[src/design/deq_pkg.sv]
// ----------------------------------------------------------------------------
// deq_pkg
// Shared types and constants for the double-ended queue with reverse.
// ----------------------------------------------------------------------------
package deq_pkg;

	// Queue commands as carried in the low bits of the input request.
	typedef enum logic [1:0] {
		CMD_PUSH_FRONT = 2'd0,
		CMD_PUSH_BACK  = 2'd1,
		CMD_POP_FRONT  = 2'd2,
		CMD_REVERSE    = 2'd3
	} cmd_t;

	// Word width of the stored entries.
	localparam int unsigned WORD_W = 32;

	// Input request: command then entry value, padded to whole bytes.
	localparam int unsigned IN_BITS = 2 + WORD_W;
	localparam int unsigned IN_W    = ((IN_BITS + 7) / 8) * 8;

	// Access strobes from the queue control to the ring store.
	typedef struct packed {
		logic we;
		logic re;
	} mem_req_t;

endpackage

[src/design/deq_mem.sv]
// ----------------------------------------------------------------------------
// deq_mem
// Ring store: synchronous memory with one write or one registered read.
// ----------------------------------------------------------------------------
module deq_mem
	import deq_pkg::*;
#(
	parameter int unsigned DEPTH = 16,
	parameter int unsigned AW    = 4
) (
	input  logic              clk,
	input  mem_req_t          req,
	input  logic [AW-1:0]     addr,
	input  logic [WORD_W-1:0] wdata,
	output logic [WORD_W-1:0] rdata
);

	logic [WORD_W-1:0] mem [DEPTH];
	logic [WORD_W-1:0] rdata_q;

	always_ff @(posedge clk) begin
		if (req.we) begin
			mem[addr] <= wdata;
		end
	end

	always_ff @(posedge clk) begin
		if (req.re) begin
			rdata_q <= mem[addr];
		end
	end

	assign rdata = rdata_q;

endmodule

[src/design/deq_ctrl.sv]
// ----------------------------------------------------------------------------
// deq_ctrl
// Front index, element count and direction flag of the queue. Decodes each
// request into at most one store access and the next index, count and flag.
// ----------------------------------------------------------------------------
module deq_ctrl
	import deq_pkg::*;
#(
	parameter int unsigned DEPTH = 16,
	parameter int unsigned AW    = 4,
	parameter int unsigned CW    = 5
) (
	input  logic              clk,
	input  logic              arst_n,
	input  logic              acc,
	input  cmd_t              cmd,
	input  logic [WORD_W-1:0] value,
	output logic              ok,
	output logic              removed,
	output logic [CW-1:0]     count_next,
	output mem_req_t          mem_req,
	output logic [AW-1:0]     mem_addr,
	output logic [WORD_W-1:0] mem_wdata
);

	localparam logic [AW:0] DEPTH_X = (AW + 1)'(DEPTH);
	localparam logic [CW-1:0] DEPTH_C = CW'(DEPTH);

	logic [AW-1:0] front_q;
	logic [CW-1:0] count_q;
	logic          rev_q;

	logic          full;
	logic          empty;
	logic [AW-1:0] step;
	logic          back;
	logic [AW:0]   sum;
	logic [AW:0]   dif;
	logic [AW-1:0] moved;
	logic [AW-1:0] front_next;
	logic          rev_next;

	assign full  = (count_q >= DEPTH_C);
	assign empty = (count_q == '0);

	// Offset and direction of the one index move that the command needs.
	always_comb begin
		step = AW'(1);
		back = rev_q;
		case (cmd)
			CMD_PUSH_FRONT: begin
				step = AW'(1);
				back = ~rev_q;
			end
			CMD_PUSH_BACK: begin
				step = count_q[AW-1:0];
				back = rev_q;
			end
			CMD_POP_FRONT: begin
				step = AW'(1);
				back = rev_q;
			end
			CMD_REVERSE: begin
				step = AW'(count_q - CW'(1));
				back = rev_q;
			end
			default: begin
				step = AW'(1);
				back = rev_q;
			end
		endcase
	end

	// Modulo-DEPTH move: both operands are below DEPTH, so one correction does.
	assign sum   = {1'b0, front_q} + {1'b0, step};
	assign dif   = {1'b0, front_q} + DEPTH_X - {1'b0, step};
	always_comb begin
		if (back) begin
			moved = (dif >= DEPTH_X) ? AW'(dif - DEPTH_X) : dif[AW-1:0];
		end else begin
			moved = (sum >= DEPTH_X) ? AW'(sum - DEPTH_X) : sum[AW-1:0];
		end
	end

	always_comb begin
		ok         = 1'b1;
		removed    = 1'b0;
		count_next = count_q;
		front_next = front_q;
		rev_next   = rev_q;
		mem_req    = '0;
		mem_addr   = front_q;
		mem_wdata  = value;
		case (cmd)
			CMD_PUSH_FRONT: begin
				if (full) begin
					ok = 1'b0;
				end else begin
					front_next = moved;
					count_next = count_q + CW'(1);
					mem_req.we = acc;
					mem_addr   = moved;
				end
			end
			CMD_PUSH_BACK: begin
				if (full) begin
					ok = 1'b0;
				end else begin
					count_next = count_q + CW'(1);
					mem_req.we = acc;
					mem_addr   = moved;
				end
			end
			CMD_POP_FRONT: begin
				if (empty) begin
					ok = 1'b0;
				end else begin
					removed    = 1'b1;
					front_next = moved;
					count_next = count_q - CW'(1);
					mem_req.re = acc;
					mem_addr   = front_q;
				end
			end
			CMD_REVERSE: begin
				if (!empty) begin
					front_next = moved;
					rev_next   = ~rev_q;
				end
			end
			default: begin
				ok = 1'b1;
			end
		endcase
	end

	always_ff @(posedge clk or negedge arst_n) begin
		if (!arst_n) begin
			front_q <= '0;
			count_q <= '0;
			rev_q   <= 1'b0;
		end else if (acc) begin
			front_q <= front_next;
			count_q <= count_next;
			rev_q   <= rev_next;
		end
	end

	a_count_bound: assert property (@(posedge clk) disable iff (!arst_n)
		count_q <= DEPTH_C)
		else $error("element count exceeds the store depth");

	a_refused_push: assert property (@(posedge clk) disable iff (!arst_n)
		(acc && full && (cmd == CMD_PUSH_FRONT || cmd == CMD_PUSH_BACK))
		|=> ($stable(count_q) && $stable(front_q) && $stable(rev_q)))
		else $error("refused insert changed the queue state");

	a_reverse_flip: assert property (@(posedge clk) disable iff (!arst_n)
		(acc && !empty && cmd == CMD_REVERSE) |=> (rev_q != $past(rev_q)))
		else $error("reverse of a non-empty queue did not flip the direction");

	a_single_access: assert property (@(posedge clk) disable iff (!arst_n)
		!(mem_req.we && mem_req.re))
		else $error("store written and read in the same cycle");

endmodule

[src/design/deque_with_reverse.sv]
// ----------------------------------------------------------------------------
// deque_with_reverse
// Bounded double-ended queue of 32-bit words with reverse, kept in a ring store.
// ----------------------------------------------------------------------------
// Output: a result is registered and appears in the cycle after its request is accepted.
// Throughput: one request per cycle unless the output stalls; each request
// makes at most one store access; the store's read register feeds the output.
// Reset: arst_n clears the front index, count, direction and output valid.
// The store itself is not cleared; no entry is read before it is written.
module deque_with_reverse
	import deq_pkg::*;
#(
	parameter int unsigned DEPTH = 16,
	localparam int unsigned AW    = (DEPTH > 1) ? $clog2(DEPTH) : 1,
	localparam int unsigned CW    = $clog2(DEPTH + 1),
	localparam int unsigned OUT_W = ((1 + WORD_W + CW + 7) / 8) * 8
) (
	input  logic             clk,
	input  logic             arst_n,
	input  logic             s_axis_tvalid,
	output logic             s_axis_tready,
	// command [1:0], entry_value [33:2], zero fill above
	input  logic [IN_W-1:0]  s_axis_tdata,
	output logic             m_axis_tvalid,
	input  logic             m_axis_tready,
	// ok [0], removed_value [32:1], element_count above, zero fill on top
	output logic [OUT_W-1:0] m_axis_tdata
);

	logic              acc;
	cmd_t              cmd;
	logic [WORD_W-1:0] value;
	logic              ok;
	logic              removed;
	logic [CW-1:0]     count_next;
	mem_req_t          mem_req;
	logic [AW-1:0]     mem_addr;
	logic [WORD_W-1:0] mem_wdata;
	logic [WORD_W-1:0] mem_rdata;

	logic              valid_q;
	logic              ok_q;
	logic              removed_q;
	logic [CW-1:0]     count_q;

	// A new request may enter when no result is held or the held result leaves in the same cycle.
	assign s_axis_tready = !valid_q || m_axis_tready;
	assign acc           = s_axis_tvalid && s_axis_tready;
	assign cmd           = cmd_t'(s_axis_tdata[1:0]);
	assign value         = s_axis_tdata[WORD_W+1:2];

	deq_ctrl #(
		.DEPTH(DEPTH),
		.AW   (AW),
		.CW   (CW)
	) u_ctrl (
		.clk       (clk),
		.arst_n    (arst_n),
		.acc       (acc),
		.cmd       (cmd),
		.value     (value),
		.ok        (ok),
		.removed   (removed),
		.count_next(count_next),
		.mem_req   (mem_req),
		.mem_addr  (mem_addr),
		.mem_wdata (mem_wdata)
	);

	deq_mem #(
		.DEPTH(DEPTH),
		.AW   (AW)
	) u_mem (
		.clk  (clk),
		.req  (mem_req),
		.addr (mem_addr),
		.wdata(mem_wdata),
		.rdata(mem_rdata)
	);

	always_ff @(posedge clk or negedge arst_n) begin
		if (!arst_n) begin
			valid_q <= 1'b0;
		end else if (s_axis_tready) begin
			valid_q <= s_axis_tvalid;
		end
	end

	always_ff @(posedge clk) begin
		if (acc) begin
			ok_q      <= ok;
			removed_q <= removed;
			count_q   <= count_next;
		end
	end

	assign m_axis_tvalid = valid_q;
	assign m_axis_tdata  = OUT_W'({count_q, (removed_q ? mem_rdata : '0), ok_q});

endmodule
[config.mk]
export PLATFORM = sky130hd
export DESIGN_NAME = deque_with_reverse
export DESIGN_NICKNAME = d
export VERILOG_FILES = /design/src/design/deq_pkg.sv /design/src/design/deq_mem.sv /design/src/design/deq_ctrl.sv /design/src/design/deque_with_reverse.sv
export SDC_FILE = /design/constraint.sdc
export NUM_CORES = 1
export LEC_CHECK = 0
export ABC_AREA = 1
export BUFFER_PORTS_ARGS = -buffer_cell sky130_fd_sc_hd__buf_2
export CORE_MARGIN = 2
export CORE_UTILIZATION = 30
export CTS_CLUSTER_DIAMETER = 120
export DETAILED_ROUTE_END_ITERATION = 16
export HOLD_SLACK_MARGIN = 0.1
export SLEW_MARGIN = 30
export SYNTH_ARGS = -nofsm -noshare
export SYNTH_HDL_FRONTEND = slang
export SYNTH_SLANG_ARGS = --single-unit
[constraint.sdc]
create_clock -name clk -period 9.46 [get_ports clk]
set_input_delay 1.892 -clock clk [delete_from_list [all_inputs] [get_ports clk]]
set_output_delay 1.892 -clock clk [all_outputs]
set_load 0.03 [all_outputs]
== After elaboration in Yosys (flattened, before gate mapping) ==
Memory sizes are Yosys's and may differ from the RTL's. A register that Yosys moved wholly into a read port is not among the register bits.
Cells that the tools add are included.

* Bits in registers: 18
* Word-level logic and storage cells: 58
* Output and inout port bits: 42
* Bits in writable memories: 512
* Memories: 1

{| class="wikitable"
|+ Memory list
! memory !! depth !! bits a word !! rd ports !! clocked after memory_dff !! write ports !! RTL line !! source
|-
| u_mem.mem || 16 || 32 || 1 || 1 || 1 || deq_mem.sv:18 || <nowiki>logic [WORD_W-1:0] mem [DEPTH];</nowiki>
|}

* Multiplexer cells: 22
* Bitwise logic cells: 2
* Reductions and logical operators: 12
* Order comparisons: 3
* Add/subtract/negate cells: 7
* Eq/ne operators: 4

{| class="wikitable"
|+ Operators with widths
! cell !! number
|-
| $mux W32 || 1
|-
| $mux W4 || 6
|-
| $ge A5 B5 Y1 const B || 3
|-
| $pmux W4 S3 || 1
|-
| $mux W5 || 2
|-
| $pmux W5 S2 || 1
|-
| $mux W1 || 8
|-
| $pmux W4 S2 || 1
|-
| $sub A4 B1 Y4 const B || 2
|-
| $reduce_and A3 Y1 || 2
|-
| $reduce_or A2 Y1 || 3
|-
| $add A4 B4 Y5 || 1
|-
| $add A4 B5 Y5 const B || 1
|-
| $add A5 B1 Y5 const B || 1
|-
| $logic_not A5 Y1 || 1
|-
| $sub A5 B1 Y5 const B || 1
|-
| $sub A5 B4 Y5 || 1
|-
| $eq A2 B2 Y1 const B || 2
|-
| $pmux W1 S2 || 2
|-
| $reduce_or A3 Y1 || 1
|-
| $eq A2 B1 Y1 const B || 1
|-
| $logic_not A2 Y1 || 1
|-
| $ne A2 B2 Y1 const B || 1
|-
| $not A1 Y1 || 2
|-
| 4 further kinds || 4
|}

== Depth between registers and ports, before layout ==
Gate-level depths: netlist of run 1.

* Depth after elaboration: 9
* Mapped depth: 19
* Depth with buffers taken out: 18

== Hierarchy ==
From an unflattened synthesis of run 1, not the netlist that was laid out.

* Cell total of the unflattened synthesis: 2392
* Area total of the unflattened synthesis: 24437.2 µm²

{| class="wikitable"
|+ Modules (own cells, without submodules)
! module !! instances !! area an instance (µm²) !! cells each !! sequential area each (µm²)
|-
| deq_mem || 1 || 22534.1 || 2113 || 16335.7
|-
| deq_ctrl || 1 || 1347.5 || 195 || 250.2
|-
| deque_with_reverse || 1 || 555.5 || 84 || 235.2
|}

== Least setup slack after synthesis of run 1 ==
No wires, ideal clock.

* Path type: in2reg
* Start point: input port s_axis_tdata[0]
* End point: memory u_mem.mem[2][0], enable pin
* Required time: 9.039 ns
* Cell stages on the path: 16
* Slack: 3.908 ns
* Library setup time: 0.421 ns
* Arrival time: 5.131 ns
* Path through: inv_1 -> nor2_1 -> o21ai_0 -> ha_1 -> inv_1 -> fa_1 -> inv_1 -> nand3_1 -> nand3_1 -> nand2_2 -> nand2_2 -> buf_6 -> buf_2 -> inv_2 -> nand3_1 -> nor2_1

* Longest elaborated chain between the ends: 9
* Elaborated cells between the ends (all ways): 23

{| class="wikitable"
|+ Ends and longest elaborated chain
! element !! RTL line !! source
|-
| from (decl) || deque_with_reverse.sv:23 || <nowiki>input logic [IN_W-1:0] s_axis_tdata,</nowiki>
|-
| $eq A2 B2 Y1 or $logic_not A2 Y1 (tied branches) || deq_ctrl.sv:50, deq_ctrl.sv:94 ||
|-
| $reduce_or A2 Y1 (no line) || n/a ||
|-
| $pmux W4 S3 || deq_ctrl.sv:50 || <nowiki>case (cmd)</nowiki>
|-
| $sub A5 B4 Y5 or $add A4 B4 Y5 (tied branches) || deq_ctrl.sv:76, deq_ctrl.sv:75 ||
|-
| $sub A4 B1 Y4, or another cell as far along || deq_ctrl.sv:79 || <nowiki>moved = (dif >= DEPTH_X) ? AW'(dif - DEPTH_X) : dif[AW-1:0];</nowiki>
|-
| $mux W4 (on tied branches) || deq_ctrl.sv:79, deq_ctrl.sv:81 ||
|-
| $mux W4 || deq_ctrl.sv:78 || <nowiki>if (back) begin</nowiki>
|-
| $mux W4 || deq_ctrl.sv:96, deq_ctrl.sv:106 ||
|-
| $mux W4 || n/a ||
|-
| to (decl) || deq_mem.sv:18 ||
|}

Parallel ways exist; a longest one is shown, timed or not.

== Worst setup path in the final report of run 1 ==
* Start point: input port s_axis_tdata[1]
* End point: memory u_mem.mem[11][11], enable pin

The elaborated chain is that of the path after synthesis.

==> metrics.cfg, run 1 <==
[timing]
relSlewSlack_pct=33.2
tightest_slew_ns=1.00
finalSetupViolCount=0
rsz0062_at_grt=no
clock_skew_ns=0.0275
hold_viol=0
drv_slew=0
fin_crit_sh_pct=61.5
tns_ns=0
fin_ws_ns=3.64
fin_crit_ns=5.82
max_freq_mhz=172

[pwr]
switching_power_uw=3430
leakage_uw=0.0116
p_int_uw=5110
pwr-share-clk_pct=26.3
powerDensity_nw_per_um2=308
swShare_pct=40.2
pwr-share-seq_pct=35.1
peakVddDrop_v=0.000171
p_comb_share_pct=38.6
power_uw=8540

[synthesis]
synthDominantCellAreaShare_pct=67.9
synth_flop_cell=edfxtp_1
netlist_area_um2=24400
synth-edff-count=551
async_reset_ff_share_pct=1.96
netlist_top_cells_area=edfxtp_1 68%, nand2_1 21%, nand3_1 3.7%, buf_2 1.7%, dfrtp_1 1.1%
avgSynthCellArea_um2=10.2
yosysTopAreaCell=edfxtp_1
synth_commonest_cells=1,357 x nand2_1, 551 x edfxtp_1, 182 x nand3_1, 82 x buf_2, 58 x inv_1
ys_types=33
yosys_warnings=0
yosysSeqAreaShare_pct=69.0
synth_seq_cells=562
yosysMostFrequentCell=nand2_1
syn_inst=2384

[floorplanning]
die_h_um=289
fp.coreArea_um2=80400
std_cell_rows=104
ioPinCount=86
die_area_um2=83500
start_util_pct=30.3
die_w_um=289

[place]
gp_congestion=0.740
io_buffers=77
pre_cts_slack_ns=2.55
dp_hpwl_um=31700

[global_route]
grt-ovfl-total=0
grt_pass1_vias=14900
gr-usage-all-layers_pct=14.4
grt_max_degree=95
grt_first_pass_wirelength_um=91600
antenna_found_initial=6

[worst_setup_path]
critPathMaxFanout=33
cpPeakStageDelay_ns=0.65
crit_slowest_cell=nor2_4
crit_chain=buf_2 -> nor2_1 -> o21ai_0 -> ha_1 -> inv_1 -> fa_1 -> xnor2_1 -> nand2_1 -> o211ai_1 -> nand2_1 -> nand2_4 -> inv_2 -> buf_4 -> nand2_1 -> nor2_4 -> buf_4
critPathKind=input pin to flip-flop
crit_top_cell=nand2_1
required_ns=9.73
arrival_ns=6.09
crit_path_end_kind=flip-flop
setup.worst_path.start_class=input pin

[clocking]
numCtsBuffers=60
clk_transition_reported_paths_ns=0.06
postCtsResizedCells=0
cts_max_level=2
cts_root_buf=clkbuf_16
clk_latency_ns=0.63
cts_sinks=562
hold_buffers=0
cts_setup_buffers=0
cts_tree=built
cts_max_path_buffers=3

[detailed_routing]
postRouteAntennaNets=0
num_vias=16100
routed_wl_um=60700
vias_per_cell=4.55
drc_errors=0
firstDrtPassIters=6
wire_per_inst_um=17.2
drt-initial-drc-count=1283

[run_status]
status=complete, no violations

[min_path]
hold_class=flip-flop to flip-flop

[run]
cap_violations=0

[layout]
fin_nets=2482
drive_gt1_share_pct=9.28
areaGrowthSynthToFinish_pct=13.7
antenna_cells=0

## layout make-up
type	instances	area, um^2
inverter	65	251
timing repair buffer	111	684
tap	1060	1330
sequential	562	16800
multi-input combinational	1628	6730
clock inverter	46	358
clock buffer	67	1530
fill	8022	52700
## routing by layer
metal | GRT usage, % | wire length [um] | vias to the layer above
met5 | 0 | 27 | -
met4 | 4.45 | 1590 | 4
met3 | 2.43 | 3290 | 114
met2 | 23.5 | 28300 | 404
met1 | 19.6 | 27500 | 7656
li1 | - | - | 7924
## logic make-up after synthesis
| group | share of synthesized area, % |
|---|---|
| AND/OR/NAND/NOR | 25.5 |
| flip-flops | 69.0 |
| buffers and inverters | 4.02 |
| AO/OA/AOI/OAI | 0.683 |
| adder cells (fa/ha/maj) | 0.575 |
| XOR/XNOR | 0.180 |
| other | 0.0154 |
## state kept, by name, indices dropped and copies added (netlist names)
signal / cells
u_ctrl.rev_q: 1
removed_q: 1
u_ctrl.count_q: 5
u_mem.rdata: 32
u_ctrl.front_q: 4
m_axis_tvalid: 1
count_q: 5
u_mem.mem: 512
ok_q: 1
## critical path, delay by kind of cell
kind | cells | cell delay [ns]
adder cells (fa/ha/maj) | 2 | 0.65
AND/OR/NAND/NOR | 6 | 1.59
buffers and inverters | 5 | 1.41
XOR/XNOR | 1 | 0.14
AO/OA/AOI/OAI | 2 | 0.35
## power groups by stage
stage                     clock network [uW]  logic (uW)  registers [uW]
after detailed placement                   0        3300            3060
after CTS                               2290        3320            3000
after global placement                     0        3280            3050
after floorplan                            0        2440            3060
after global routing                    2380        3750            3020
final                                   2250        3290            3000
## path summary, 6_finish.rpt
| check | startpoint | slack, ns | endpoint | depth (start not counted) |
|---|---|---|---|---|
| worst min register to register | m_axis_tvalid | 0.52 | m_axis_tvalid | 2 |
| min in group asynchronous | arst_n | 1.17 | m_axis_tvalid | 1 |
| worst min-delay path | m_axis_tvalid | 0.52 | m_axis_tvalid | 2 |
| max in group asynchronous | arst_n | 8.02 | u_ctrl.count_q[0] | 1 |
| worst max register to register | u_ctrl.count_q[1] | 4.58 | u_mem.mem[3][14] | 20 |
| worst max-delay path | s_axis_tdata[1] | 3.64 | u_mem.mem[11][11] | 16 |
## per-stage QoR
| stage | hold WS (ns) | utilization (%) | instances | cell area (um^2) |
|---|---|---|---|---|
| 2_1_floorplan | 0.513 | - | 2385 | 24400 |
| 3_3_place_gp | 0.503 | 32.0 | 3424 | 25800 |
| 3_5_place_dp | 0.505 | 32.1 | 3425 | 25800 |
| 4_1_cts | 0.521 | 34.4 | 3538 | 27700 |
| 5_1_grt | 0.580 | 34.4 | 3539 | 27700 |
| 6_report | 0.520 | 34.4 | 3539 | 27700 |
## cells in the final DEF, fill, tap and decap left out, drive strengths merged
cell type  count
xnor2          2
nand3        183
nand2       1366
clkinv        36
fa             2
xor2           3
dfrtp         11
clkinvlp       3
o211ai         4
a31oi          1
nor3           1
nand4          1
ha             8
o21ai         10
a311o          1
o31ai          1
o221ai         2
bufinv         4
nor2          32
buf          111
a21oi          4
inv           68
o22ai          4
clkbuf        67
edfxtp       551
conb           2
and2           1
No activity file was read; power rests on OpenSTA's default activity.
==> inputs of run 2 (changes only) <==
Clock period 9.46 ns to 5.9 ns, I/O delays scaled along.
==> run 2 against run 1 <==
Effect of this change:
- wire length increased by 0.55%
- sequential share of layout area shrank 0.45 points
- via count grew 0.47%
- combinational power grew 60%
- flip-flop and latch count did not move
- power rose by 61%
- register-to-register slack got worse by 3.1 ns
- die area is the same
- largest cell class unchanged
- highest routed layer unchanged
==> metrics.cfg, run 2 (synthesis gave the netlist of run 1 again) <==
[worst_setup_path]
crit_buf_inv=4
arrival_ns=4.73
crit_slowest_cell=buf_4
r2r_slack_ns=1.51
critPathKind=input pin to flip-flop
crit_top_cell=nand2_1
critPathTopFamily=simple AND/OR/NAND/NOR gates
required_ns=6.17
crit_chain=buf_2 -> nor2_1 -> inv_1 -> o22ai_1 -> ha_1 -> nor2_1 -> nand2_1 -> nand2_1 -> nand2_1 -> nand2_1 -> nand3_1 -> nand2_1 -> nand2_1 -> nand2_2 -> buf_4 -> nand3_1 -> nor2_4 -> buf_4
cpPeakStageDelay_ns=0.58
crit_path_end_kind=flip-flop
r2r-start=u_ctrl.count_q[0]
setup.worst_path.start_class=input pin
r2r_cells=19
r2r-end=u_mem.mem[2][5]
critPathMaxFanout=34

[clocking]
hold_buffers=0
numCtsBuffers=59
cts_tree=built
cts_sinks=562
cts_root_buf=clkbuf_16
cts_max_level=2
clk_transition_reported_paths_ns=0.06
postCtsResizedCells=0
clk_latency_ns=0.64
cts_max_path_buffers=3
cts_setup_buffers=0

[place]
io_buffers=77
dp_hpwl_um=32400
dp.cells=3443
gp_congestion=0.738
pre_cts_slack_ns=0.834

[global_route]
met2_usage_pct=24.0
grt_max_degree=130
grt_pass1_vias=15200
gr-usage-met1_pct=19.8
met3_usage_pct=2.25
gr-max-usage-layer=met2
grt-ovfl-total=0
grt_first_pass_wirelength_um=92700
gr-usage-all-layers_pct=14.6
antenna_found_initial=5

[timing]
fin_crit_ns=4.47
fin_crit_sh_pct=75.7
timing.hold.ws_ns=0.423
drv_slew=0
relSlewSlack_pct=45.9
hold_viol=0
tightest_slew_ns=0.811
max_freq_mhz=224
fin_ws_ns=1.43
finalSetupViolCount=0
rsz0062_at_grt=no
tns_ns=0
clock_skew_ns=0.0372

[pwr]
powerDensity_nw_per_um2=494
peakVddDrop_v=0.000442
leakage_uw=0.0117

[floorplanning]
std_cell_rows=104
die_h_um=289
die_area_um2=83500
fp.coreArea_um2=80400
start_util_pct=30.3
ioPinCount=86
die_w_um=289

[layout]
fin_cells=3554
drive_gt1_share_pct=9.95
fin_nets=2498
top_register=u_mem.mem
areaGrowthSynthToFinish_pct=14.5
final_cell_mix=1,355 x nand2_1, 551 x edfxtp_1, 182 x nand3_1, 77 x buf_2, 59 x clkbuf_16
largest_register_ffs=512
final_common_cell=nand2_1

[detailed_routing]
postRouteAntennaNets=0
wire_per_inst_um=17.2
num_vias=16200
drt-initial-drc-count=1371
vias_per_cell=4.55
drc_errors=0
firstDrtPassIters=5
routed_wl_um=61100

[run_status]
status=complete, no violations

[run]
cap_violations=0

[min_path]
hold_class=input pin to asynchronous set/reset pin

-- run 2: final cells by class --
| class | instances | area [um^2] |
|---|---|---|
| antenna | 1 | 2.50 |
| tap | 1060 | 1330 |
| inverter | 65 | 251 |
| timing repair buffer | 128 | 835 |
| multi-input combinational | 1628 | 6730 |
| clock buffer | 69 | 1510 |
| fill | 8014 | 52500 |
| sequential | 562 | 16800 |
| clock inverter | 41 | 428 |
-- run 2: power by group --
group / switching (uW) / total (uW) / internal, uW
combinational: 3820 / 5280 / 1450
sequential: 94.4 / 4820 / 4720
clock: 1590 / 3700 / 2110
total: 5510 / 13800 / 8280
-- run 2: worst max-delay path by stage --
stage                               start              end  slack [ns]  cells past startpoint
final                     s_axis_tdata[1]  u_mem.mem[2][5]        1.43                     18
after global placement    s_axis_tdata[1]  u_mem.mem[2][5]        0.86                     19
after floorplan           s_axis_tdata[0]  u_mem.mem[2][0]        1.06                     16
after global routing      s_axis_tdata[1]  u_mem.mem[2][5]        1.17                     18
after CTS                 s_axis_tdata[1]  u_mem.mem[2][4]        1.49                     18
after detailed placement  s_axis_tdata[1]  u_mem.mem[2][6]        0.83                     18
-- run 2: metal layers --
| layer | routed length [um] | share of wire [%] | vias up |
|---|---|---|---|
| met5 | 16 | 0.026 | - |
| met4 | 1910 | 3.1 | 4 |
| met3 | 3280 | 5.4 | 120 |
| met2 | 28700 | 47 | 426 |
| met1 | 27200 | 44 | 7678 |
| li1 | - | - | 7950 |
-- run 2: through the flow --
step,total power [uW],instance area (um^2),util [%]
global placement,10200,26000,32.3
finish,13800,27900,34.7
CTS,13900,27900,34.7
floorplan,8820,24400,-
global route,14800,27900,34.7
detailed placement,10200,26000,32.3
